===== src/hw/rtl/vrt_pkg.sv =====
// shared constants, state encoding and controller/datapath interface types
`timescale 1ns / 1ps
`default_nettype none
package vrt_pkg;

   localparam int GRID_BITS = 5;
   localparam int GRID_SIZE = 1 << GRID_BITS;
   localparam int FRAC_BITS = 12;
   localparam int HALF_Q    = 1 << (FRAC_BITS - 1);
   localparam int EPS_Q     = 1;
   localparam int ORG_W     = 18;
   localparam int DIR_W     = 16;
   localparam int DIST_W    = 18;
   localparam int CELL_W    = 10;
   localparam int UNIT_W    = FRAC_BITS + 2;
   localparam int SUM_W     = 2 * DIR_W;
   localparam int ROOT_W    = DIR_W;
   localparam int FACE_W    = 26;
   localparam int T_W       = DIST_W + 1;
   localparam int NUM_W     = 36;
   localparam int DEN_W     = 18;
   localparam int ADDR_W    = 3 * GRID_BITS;
   localparam int MEM_DEPTH = 1 << ADDR_W;
   localparam int CNT_W     = ADDR_W;

   localparam logic [T_W-1:0] T_MAX = '1;
   localparam logic CMD_WRITE = 1'b0;
   localparam logic CMD_CAST  = 1'b1;

   typedef enum logic [3:0] {
      ST_CLEAR,
      ST_IDLE,
      ST_WRITE,
      ST_SQ,
      ST_ROOT,
      ST_NORM_GO,
      ST_NORM_WAIT,
      ST_START_RD,
      ST_START_CHK,
      ST_FACE_GO,
      ST_FACE_WAIT,
      ST_CHOOSE,
      ST_STEP_CHK,
      ST_STEP_GO,
      ST_STEP_WAIT,
      ST_DONE
   } state_type;

   typedef struct packed {
      logic load;
      logic mem_clr;
      logic mem_wr;
      logic cnt_clr;
      logic cnt_inc;
      logic sel_clr;
      logic sel_inc;
      logic sq_step;
      logic root_step;
      logic div_start;
      logic div_face;
      logic norm_store;
      logic face_store;
      logic rd_step;
      logic step_take;
      logic step_commit;
      logic res_start;
      logic res_step;
   } cmd_type;

   typedef struct packed {
      logic clear_last;
      logic root_last;
      logic sel_last;
      logic sum_zero;
      logic div_done;
      logic start_solid;
      logic step_none;
      logic step_solid;
   } sts_type;

   function automatic logic in_grid(input logic signed [CELL_W-1:0] c);
      return c[CELL_W-1:GRID_BITS] == '0;
   endfunction

   function automatic logic [ADDR_W-1:0] cell_addr(input logic signed [CELL_W-1:0] x,
                                                  input logic signed [CELL_W-1:0] y,
                                                  input logic signed [CELL_W-1:0] z);
      return {x[GRID_BITS-1:0], y[GRID_BITS-1:0], z[GRID_BITS-1:0]};
   endfunction

endpackage
`default_nettype wire


===== src/hw/rtl/vrt_ctrl.sv =====
// sequencing state machine for grid writes and ray casts
`timescale 1ns / 1ps
`default_nettype none
module vrt_ctrl (
   input  wire logic             clock,
   input  wire logic             reset,
   input  wire logic             start,
   input  wire logic             req_cmd,
   input  wire vrt_pkg::sts_type sts,
   output vrt_pkg::cmd_type      cmd,
   output logic                  busy,
   output logic                  rsp_valid
);

   vrt_pkg::state_type state_ff, state_in;

   always_comb begin
      state_in = state_ff;
      unique case (state_ff)
         vrt_pkg::ST_CLEAR: begin
            if (sts.clear_last) state_in = vrt_pkg::ST_IDLE;
         end
         vrt_pkg::ST_IDLE: begin
            if (start) begin
               state_in = (req_cmd == vrt_pkg::CMD_CAST) ? vrt_pkg::ST_SQ : vrt_pkg::ST_WRITE;
            end
         end
         vrt_pkg::ST_WRITE: state_in = vrt_pkg::ST_IDLE;
         vrt_pkg::ST_SQ: begin
            if (sts.sel_last) state_in = vrt_pkg::ST_ROOT;
         end
         vrt_pkg::ST_ROOT: begin
            if (sts.root_last) begin
               state_in = sts.sum_zero ? vrt_pkg::ST_DONE : vrt_pkg::ST_NORM_GO;
            end
         end
         vrt_pkg::ST_NORM_GO: state_in = vrt_pkg::ST_NORM_WAIT;
         vrt_pkg::ST_NORM_WAIT: begin
            if (sts.div_done) begin
               state_in = sts.sel_last ? vrt_pkg::ST_START_RD : vrt_pkg::ST_NORM_GO;
            end
         end
         vrt_pkg::ST_START_RD: state_in = vrt_pkg::ST_START_CHK;
         vrt_pkg::ST_START_CHK: begin
            state_in = sts.start_solid ? vrt_pkg::ST_DONE : vrt_pkg::ST_FACE_GO;
         end
         vrt_pkg::ST_FACE_GO: state_in = vrt_pkg::ST_FACE_WAIT;
         vrt_pkg::ST_FACE_WAIT: begin
            if (sts.div_done) begin
               state_in = sts.sel_last ? vrt_pkg::ST_CHOOSE : vrt_pkg::ST_FACE_GO;
            end
         end
         vrt_pkg::ST_CHOOSE: begin
            state_in = sts.step_none ? vrt_pkg::ST_DONE : vrt_pkg::ST_STEP_CHK;
         end
         vrt_pkg::ST_STEP_CHK: begin
            state_in = sts.step_solid ? vrt_pkg::ST_DONE : vrt_pkg::ST_STEP_GO;
         end
         vrt_pkg::ST_STEP_GO: state_in = vrt_pkg::ST_STEP_WAIT;
         vrt_pkg::ST_STEP_WAIT: begin
            if (sts.div_done) state_in = vrt_pkg::ST_CHOOSE;
         end
         vrt_pkg::ST_DONE: state_in = vrt_pkg::ST_IDLE;
         default: state_in = vrt_pkg::ST_IDLE;
      endcase
   end

   always_comb begin
      cmd       = '0;
      busy      = 1'b1;
      rsp_valid = 1'b0;
      unique case (state_ff)
         vrt_pkg::ST_CLEAR: begin
            cmd.mem_clr = 1'b1;
            cmd.cnt_inc = 1'b1;
         end
         vrt_pkg::ST_IDLE: begin
            busy = 1'b0;
            if (start) begin
               cmd.load    = 1'b1;
               cmd.sel_clr = 1'b1;
            end
         end
         vrt_pkg::ST_WRITE: cmd.mem_wr = 1'b1;
         vrt_pkg::ST_SQ: begin
            cmd.sq_step = 1'b1;
            cmd.sel_inc = 1'b1;
            cmd.cnt_clr = 1'b1;
         end
         vrt_pkg::ST_ROOT: begin
            cmd.root_step = 1'b1;
            cmd.cnt_inc   = 1'b1;
            cmd.sel_clr   = 1'b1;
         end
         vrt_pkg::ST_NORM_GO: cmd.div_start = 1'b1;
         vrt_pkg::ST_NORM_WAIT: begin
            if (sts.div_done) begin
               cmd.norm_store = 1'b1;
               cmd.sel_inc    = ~sts.sel_last;
            end
         end
         vrt_pkg::ST_START_RD: ;
         vrt_pkg::ST_START_CHK: begin
            cmd.res_start = sts.start_solid;
            cmd.sel_clr   = 1'b1;
         end
         vrt_pkg::ST_FACE_GO: begin
            cmd.div_start = 1'b1;
            cmd.div_face  = 1'b1;
         end
         vrt_pkg::ST_FACE_WAIT: begin
            cmd.div_face = 1'b1;
            if (sts.div_done) begin
               cmd.face_store = 1'b1;
               cmd.sel_inc    = ~sts.sel_last;
            end
         end
         vrt_pkg::ST_CHOOSE: begin
            cmd.rd_step   = 1'b1;
            cmd.step_take = ~sts.step_none;
         end
         vrt_pkg::ST_STEP_CHK: begin
            cmd.res_step    = sts.step_solid;
            cmd.step_commit = ~sts.step_solid;
         end
         vrt_pkg::ST_STEP_GO: begin
            cmd.div_start = 1'b1;
            cmd.div_face  = 1'b1;
         end
         vrt_pkg::ST_STEP_WAIT: begin
            cmd.div_face   = 1'b1;
            cmd.face_store = sts.div_done;
         end
         vrt_pkg::ST_DONE: rsp_valid = 1'b1;
         default: ;
      endcase
   end

   always_ff @(posedge clock) begin
      if (reset) begin
         state_ff <= vrt_pkg::ST_CLEAR;
      end else begin
         state_ff <= state_in;
      end
   end

endmodule
`default_nettype wire


===== config.mk =====
export PLATFORM = sky130hd
export DESIGN_NAME = vrt_ctrl
export DESIGN_NICKNAME = d
export VERILOG_FILES = /design/src/hw/rtl/vrt_pkg.sv /design/src/hw/rtl/vrt_ctrl.sv
export SDC_FILE = /design/constraint.sdc
export NUM_CORES = 1
export LEC_CHECK = 0
export BUFFER_PORTS_ARGS = -buffer_cell sky130_fd_sc_hd__buf_2
export CORE_AREA = 4 4 41 43
export CTS_BUF_LIST = sky130_fd_sc_hd__clkbuf_8
export DETAILED_ROUTE_END_ITERATION = 6
export DIE_AREA = 0 0 45 47
export PLACE_DENSITY = 0.89
export REMOVE_ABC_BUFFERS = 1
export SLEW_MARGIN = 20
export SYNTH_ARGS = -nofsm -noshare
export SYNTH_HDL_FRONTEND = slang
export SYNTH_SLANG_ARGS = --single-unit

===== constraint.sdc =====
create_clock -name clock -period 2.2 [get_ports clock]
set_clock_uncertainty 0.1 [all_clocks]
set_input_delay 0.22 -clock clock [delete_from_list [all_inputs] [get_ports clock]]
set_output_delay 0.22 -clock clock [all_outputs]
set_load 0.1 [all_outputs]

# [Word-level counts from Yosys, hierarchy flattened]
# Index checks and enable logic that the tools add are counted.
[word_totals] reg_bits=4 input_bits=12 out_inout_bits=20 elab_cells=70
[classes] eq_ne=22 reduce_logical=8 mux=36 bitwise=3
[ops] op="one-hot mux 4 bit (15 select lines)" n=1
[ops] op="== test 4 bit, second input constant" n=8
[ops] op="2-to-1 mux 4 bit" n=8
[ops] op="2-to-1 mux 1 bit" n=18
[ops] op="== test 4 x 3 -> 1 bit, second input constant" n=4
[ops] op="inequality test 2 bit, second input constant" n=7
[ops] op="2-to-1 mux 2 bit" n=5
[ops] op="== test 4 x 2 -> 1 bit, second input constant" n=2
[ops] op="OR reduction 2 bit" n=4
[ops] op="AND reduction 7 bit" n=1
[ops] op="one-hot mux 1 bit (2 select lines)" n=3
[ops] op="== test 4 x 1 -> 1 bit, second input constant" n=1
[ops] op="zero test 4 bit" n=1
[ops] op="OR reduction 4 bit" n=1
[ops] op="2-to-1 mux 3 bit" n=1
[ops] op="NOT 1 bit" n=3
[ops] op="OR reduction 3 bit" n=1

# [Logic depth before layout (Yosys ltp)]
# Gate-level depths: netlist (run 1).
[logic_depth] depth_word=3 depth_mapped=7 depth_no_buf=5

# [Least setup slack after synthesis (run 1)]
# OpenSTA, ideal clock, no wires.
[synth_timing] kind="reg2out" from="register state_ff[0]" to="output cmd[1] (netlist bit)" path_slack_ns=-1.899 arrival_time_ns=3.779 required_time_ns=1.880 path_stages_with_launch=4 n_path_buf=1 cell_sequence="dfxtp_1 buf_2 nand2b_1 nor4b_1"
[synth_lines] item="from (decl)" line_no="vrt_ctrl.sv:15" text="vrt_pkg::state_type state_ff, state_in;"
[synth_lines] item="from (signal assigned)" line_no="vrt_ctrl.sv:141" text="state_ff <= vrt_pkg::ST_CLEAR;"
[synth_lines] item="from (signal assigned)" line_no="vrt_ctrl.sv:143" text="state_ff <= state_in;"
[synth_lines] item="to (decl)" line_no="vrt_ctrl.sv:10" text="output vrt_pkg::cmd_type cmd,"

==> flow_summary.ini, run 1 <==
[outcome]
status = finished, final reports clean

[power]
p_per_area_nw_per_um2 = 594
vdd_ir_drop_max_uv = 279
leakagePower_nw = 0.374

[clock_tree]
h-tree-depth = 1
cts_made_buffers = 3
clk_latency_ps = 220
cts.reportedPaths.clkPinSlew_ps = 30
cts_tree = done
clock-root-buffer = clkbuf_8
cts_sinks = 4
cts_max_path_buffers = 2
cts_setup_buffers = 0

[die]
fp.dieH_um = 47
io_pins = 32
rows = 13
initial_core_util = 0.459
core_area_sq_um = 1300
die_area_sq_um = 2120
fp.dieW_um = 45

[flow_run]
drv_cap = 0

[place]
gp_congestion = 0.951
place_hpwl_um = 1300
dpl.cell_count = 129
numPortBuffers = 31

[route]
drt-total-wl_um = 1680
drc = 0
ant_nets = 0
drt_first_pass_iters = 4
vias = 749
wl_per_cell_um = 12.7
via_per_inst = 5.67
drt-initial-drc-count = 20

[worst_setup_path]
slowest_delay_ps = 640
arrival_ps = 1720
r2r-start = state_ff[1]
crit_required_ps = 1880
slowest_stage = dfxtp_1
critical_path.top_delay_family = flip-flops
cp_max_fo = 17
startpoint = state_ff[1]
worstSetupPathDepth = 3
ff2ff_path_depth = 5
worstSetupPathType = reg -> out
crit_path_end_kind = output pin
endpoint = cmd[6]
reg2reg_slack_ps = 420
r2r-end = state_ff[3]
crit_path_cell_trace = nor2b_1, and3_1, buf_2
crit_path_start_kind = flip-flop
crit_buf_inv = 1

[logic_synthesis]
synth_seq_cells = 4
synth.largest_area_cell = dfxtp_1
yosysUniqueCellTypes = 41
synth_seq_area_share = 0.134
yosysWarnings = 0
avgSynthCellArea_sq_um = 6.78
synth_top_area_frac = 0.134
synth_cells = 88
ys_async_sr_fraction = 0
synthTopCellsByArea = dfxtp_1, nor2b_1, nand2_1
synth_edf_count = 0
syn_area_sq_um = 597
synth_ff_type = dfxtp_1

[sta]
rsz0062_at_grt = no
hold_ws_ps = 104
slew_violations = 0
fin_crit_sh = 0.926
slew_headroom = 0.628
post-route-min-period_ps = 2040
timing_hold_violations_final = 0
finalSetupViolations = 0
fmax_mhz = 491
worst_pin_slew_ps = 550

[worst_hold_path]
min_path_type = in -> reg

[finish]
largestRegisters = state_ff x4
top_register = state_ff
final_cell_mix = buf_2, nand2_1, nor2_1
fin_nets = 131
mostFrequentLayoutCell = buf_2
antennaDiodeCount = 0
largest_reg_flops = 4
drive_gt1_frac = 0.393
final_cells = 132
syn2layout_area_growth_pct = 42.8

[global_routing]
grt_pass1_wl_um = 2750
grt_max_degree = 19
grt_usage = 0.177
first_global_vias = 645
grt.overflow.total = 0
antenna_found_initial = 0
-- cell families after synthesis --
group                    synth area share
AND/OR/NAND/NOR                     0.451
AO/OA/AOI/OAI                       0.262
buffers and inverters               0.101
flip-flops                          0.134
multiplexers                       0.0356
adder cells (fa/ha/maj)            0.0168
-- cell type report --
cell class | instances | area, sq um
Multi-Input combinational cell | 72 | 457
Fill cell | 109 | 449
Timing Repair Buffer | 34 | 238
Sequential cell | 4 | 82.6
Clock buffer | 3 | 41.3
Tap cell | 15 | 18.8
Inverter | 4 | 15.0
-- worst min-delay path by stage --
stage          start           to  slack, ps  cells past startpoint
2_1_floorplan  reset  state_ff[1]        190                      1
3_3_place_gp   reset  state_ff[2]        320                      2
3_5_place_dp   reset  state_ff[2]        330                      2
4_1_cts        reset  state_ff[2]        110                      2
5_1_grt        reset  state_ff[2]        130                      2
6_report       reset  state_ff[3]        100                      2
-- report_power, final --
| group | internal, mW | total (mW) | switching, mW |
|---|---|---|---|
| Sequential | 0.0780 | 0.0948 | 0.0168 |
| Combinational | 0.0735 | 0.255 | 0.181 |
| Clock | 0.117 | 0.156 | 0.0397 |
| Total | 0.268 | 0.506 | 0.238 |
-- stage by stage --
step	power [mW]	area (sq um)	TNS, ps	worst slack, ps	util
floorplan	0.284	552	-19550	-2060	-
global placement	0.346	808	0	371	0.621
detailed placement	0.348	808	0	309	0.621
CTS	0.507	850	0	67.7	0.653
global route	0.532	852	0	60.5	0.655
finish	0.506	852	0	162	0.655
-- synthesized netlist by cell type (all sizes together) (2+ instances only) --
cell type and count:
nand2 10, nor2 9, nor3 8, nor2b 7, buf 6, a21oi 5, dfxtp 4, inv 4
nand2b 4, a211oi 2, and3 2, clkbuf 2, nor4b 2, o21ai 2
-- layer usage --
metal	track usage	vias to the layer above	wire length (um)
met5	0	-	0
met4	0.0585	0	29
met3	0.0728	4	180
met2	0.297	41	812
met1	0.205	324	659
li1	-	380	-
-- repair_timing --
action / in CTS / in global routing
hold buffers: 0 / 0
gates resized for setup: 0 / 2
endpoints found under the setup margin: 0 / 5
Note: power is estimated with default switching activity, not from simulation.
==> run 2: changes to the inputs <==
--- a/config.mk
+++ b/config.mk
@@ -11,6 +11,7 @@
 export DETAILED_ROUTE_END_ITERATION = 6
 export DIE_AREA = 0 0 45 47
 export PLACE_DENSITY = 0.89
+export RECOVER_POWER = 50
 export REMOVE_ABC_BUFFERS = 1
 export SLEW_MARGIN = 20
 export SYNTH_ARGS = -nofsm -noshare
==> run 2 against run 1 <==
Register-to-register slack got worse by 150 ps. Final area decreased by 0.59%. Core utilization decreased by 0.38 points. Worst setup slack improved by 7.4 ps. First-iteration DRC count increased by 5.0%. Die area unchanged. Sequential power about the same. Critical path type unchanged.
==> flow_summary.ini, run 2 (same netlist as run 1, synthesis figures left out) <==
[sta]
finalWorstSetupSlack_ps = 170
worst_pin_slew_ps = 720
slew_violations = 0
fmax_mhz = 493
rsz0062_at_grt = no
timing_hold_violations_final = 0
hold_ws_ps = 109
post-route-min-period_ps = 2030
fin_crit_sh = 0.923
finalSetupViolations = 0
fin_setup_tns_ps = 0
slew_headroom = 0.519

[route]
vias = 754
via_per_inst = 5.71
ant_nets = 0
drc = 0
wl_per_cell_um = 12.9
drt-total-wl_um = 1700
drt-initial-drc-count = 21
drt_first_pass_iters = 4

[finish]
top_register = state_ff
mostFrequentLayoutCell = buf_2
final_cell_mix = buf_2, nand2_1, nor2_1
largestRegisters = state_ff x4
largest_reg_flops = 4
n_fill_cell = 110
fin_nets = 131
final_cells = 132
antennaDiodeCount = 0
final_core_util = 0.651
multi_input_area_sq_um = 452
drive_gt1_frac = 0.385
seqCellArea_sq_um = 82.6
syn2layout_area_growth_pct = 41.9
final_area_sq_um = 847

[die]
rows = 13
initial_core_util = 0.459
fp.dieH_um = 47
core_area_sq_um = 1300
die_area_sq_um = 2120
fp.dieW_um = 45
io_pins = 32

[global_routing]
grt_max_degree = 19
antenna_found_initial = 0
grt.overflow.total = 0
grt_usage = 0.177
grt_pass1_wl_um = 2750
first_global_vias = 645

[worst_hold_path]
min_path_type = in -> reg

[power]
vdd_ir_drop_max_uv = 277
p_total_mw = 0.505
p_per_area_nw_per_um2 = 596
leakagePower_nw = 0.370

[place]
dp_slack_ps = 309
place_hpwl_um = 1300
placed_area_sq_um = 808
numPortBuffers = 31
gp_congestion = 0.951
dpl.cell_count = 129

[clock_tree]
clock-root-buffer = clkbuf_8
cts_tree = done
cts_max_path_buffers = 2
cts.reportedPaths.clkPinSlew_ps = 30
h-tree-depth = 1
clk_latency_ps = 220
cts_sinks = 4
cts_setup_buffers = 0
cts_made_buffers = 3

[worst_setup_path]
cp_max_fo = 17
worstSetupPathType = reg -> out
slowest_delay_ps = 640
crit_required_ps = 1880
arrival_ps = 1710
crit_path_end_kind = output pin
crit_path_cell_trace = nor2b_1, and3_1, buf_2
critical_path.top_delay_family = flip-flops
crit_path_start_kind = flip-flop
crit_buf_inv = 1
slowest_stage = dfxtp_1

[outcome]
status = finished, final reports clean

[flow_run]
drv_cap = 0
[run 2: power breakdown]
part	switching (mW)	internal [mW]	total, mW
Clock	0.0399	0.117	0.157
Sequential	0.0169	0.0780	0.0949
Combinational	0.181	0.0723	0.253
[run 2: path summary, 6_finish.rpt]
path | start | to | slack [ps] | depth (start not counted)
worst max-delay path | state_ff[1] | cmd[6] | 170 | 3
worst min-delay path | reset | state_ff[3] | 110 | 2
worst max register to register | state_ff[1] | state_ff[3] | 270 | 5
worst min register to register | state_ff[3] | state_ff[3] | 580 | 2
[run 2: layout make-up]
class                   count  share of cell area
clock buffers               3              0.0487
inverters                   4              0.0177
multi-input cells          72               0.533
flip-flops and latches      4              0.0975
well taps                  15              0.0222
repair buffers             34               0.281
[run 2: what timing repair did]
item,CTS,global route
hold buffers,0,0
resized for setup,0,2
setup endpoints to repair,0,5
[run 2: metal layers]
metal	vias up	routed length (um)	GRT usage
met4	0	29	0.0585
met1	318	663	0.205
met2	52	791	0.297
li1	380	-	-
met5	-	0	0
met3	4	212	0.0728
==> run 3: changes to the inputs <==
--- a/config.mk
+++ b/config.mk
@@ -6,10 +6,12 @@
 export NUM_CORES = 1
 export LEC_CHECK = 0
 export BUFFER_PORTS_ARGS = -buffer_cell sky130_fd_sc_hd__buf_2
-export CORE_AREA = 4 4 41 43
+export CORE_AREA = 2 2 39 41
 export CTS_BUF_LIST = sky130_fd_sc_hd__clkbuf_8
+export CTS_CLUSTER_DIAMETER = 40
 export DETAILED_ROUTE_END_ITERATION = 6
-export DIE_AREA = 0 0 45 47
+export DIE_AREA = 0 0 41 43
+export MAX_ROUTING_LAYER = met4
 export PLACE_DENSITY = 0.89
 export RECOVER_POWER = 50
 export REMOVE_ABC_BUFFERS = 1
==> run 3 against run 2 <==
Hold slack got worse by 9.1 ps. Core utilization fell by 4.2 points. Via count rose by 1.3%. Sequential power rose by 2%. Total power fell by 0.55%. Count of clock-buffer cells in the layout did not move. Maximum frequency fell by 1.2%. Non-clock buffer count did not move. Final area fell by 0.44%.
==> flow_summary.ini, run 3 (same netlist as run 1, synthesis figures left out) <==
[worst_setup_path]
crit_path_start_kind = flip-flop
crit_path_cell_trace = nor2b_1, a31oi_1, nor2_1, nor2_1, nor2_1, buf_12
critical_path.top_delay_family = flip-flops
slowest_stage = dfxtp_1
slowest_delay_ps = 600
cp_max_fo = 13
arrival_ps = 1740
crit_buf_inv = 1
worstSetupPathType = reg -> out
crit_path_end_kind = output pin
crit_required_ps = 1880
startpoint = state_ff[2]
r2r-start = state_ff[2]
crit_top_cell = nor2_1

[route]
ant_nets = 0
wl_per_cell_um = 12.5
via_per_inst = 5.74
drc = 0
drt-total-wl_um = 1670
drt-initial-drc-count = 14
vias = 764
drt_first_pass_iters = 6

[die]
core_area_sq_um = 1380
rows = 14
initial_core_util = 0.431
io_pins = 32
die_area_sq_um = 1760
fp.dieW_um = 41
fp.dieH_um = 43

[finish]
final_core_util = 0.609
fin_nets = 131
largestRegisters = state_ff x4
n_fill_cell = 141
drive_gt1_frac = 0.393
largest_reg_flops = 4
syn2layout_area_growth_pct = 41.3
final_cell_mix = buf_2, nand2_1, nor2_1
seqCellArea_sq_um = 83.8
top_register = state_ff
mostFrequentLayoutCell = buf_2
antennaDiodeCount = 0
multi_input_area_sq_um = 445

[power]
p_total_mw = 0.502
p_per_area_nw_per_um2 = 595
vdd_ir_drop_max_uv = 314
leakagePower_nw = 0.369

[global_routing]
first_global_vias = 641
grt_max_degree = 19
antenna_found_initial = 0
grt_pass1_wl_um = 2660
grt.overflow.total = 0
grt_usage = 0.222

[clock_tree]
clock-root-buffer = clkbuf_8
cts_sinks = 4
cts_max_path_buffers = 2
cts.reportedPaths.clkPinSlew_ps = 30
cts_made_buffers = 3
clk_latency_ps = 220
cts_hold_buffers = 0
h-tree-depth = 1
cts_tree = done

[sta]
finalWorstSetupSlack_ps = 144
hold_ws_ps = 99.4
slew_headroom = 0.619
worst_pin_slew_ps = 564
fmax_mhz = 486
rsz0062_at_grt = no
finalSetupViolations = 0
slew_violations = 0
post-route-min-period_ps = 2060
fin_crit_sh = 0.934
timing_hold_violations_final = 0

[place]
dp_slack_ps = 273
gp_congestion = 0.941
numPortBuffers = 31
place_hpwl_um = 1260

[outcome]
status = finished, final reports clean

[worst_hold_path]
hold_start = reset
min_path_type = in -> reg

[flow_run]
drv_cap = 0
-- run 3: cell types whose count changed in the layout (fill, tap and decap cells not counted) --
cell       change
a2111oi_2      +1
dfxtp_1        -1
a2111oi_1      -1
clkbuf_2       -1
nor3_1         +1
buf_2          +1
dfxtp_2        +1
nor3_4         -1
-- run 3: layout make-up --
type / count / share of cell area
Clock buffer: 3 / 0.0490
Inverter: 4 / 0.0178
Multi-Input combinational cell: 72 / 0.528
Sequential cell: 4 / 0.0994
Tap cell: 16 / 0.0237
Timing Repair Buffer: 34 / 0.282
-- run 3: path summary, 6_finish.rpt --
kind,endpoint,slack (ps),depth (start not counted)
min,state_ff[3],100,2
min reg2reg,state_ff[1],530,2
max reg2reg,state_ff[1],350,5
max,cmd[11],140,6
-- run 3: metrics by stage --
stage / TNS [ps] / instance area, sq um / instances
after floorplan: -19550 / 552 / 80
after global placement: 0 / 810 / 130
after detailed placement: 0 / 810 / 130
after CTS: 0 / 851 / 133
after global routing: 0 / 843 / 133
final: 0 / 843 / 133
-- run 3: repair_timing --
| item | in CTS | in global routing |
|---|---|---|
| setup buffers | 0 | 0 |
| gates resized for setup | 0 | 4 |
| setup endpoints to repair | 0 | 5 |
-- run 3: routing by layer --
metal  GRT usage  vias to the layer above  wire length, um
met1       0.267                      348              695
met3      0.0471                        4              125
li1            -                      372                -
met4       0.100                        0               39
met5           -                        -                0
met2       0.341                       40              807
-- run 3: report_power, final --
| part | internal, mW | leakage [nW] | switching, mW |
|---|---|---|---|
| Combinational | 0.0708 | 0.313 | 0.176 |
| Clock | 0.117 | 0.0216 | 0.0416 |
| Sequential | 0.0782 | 0.0338 | 0.0182 |
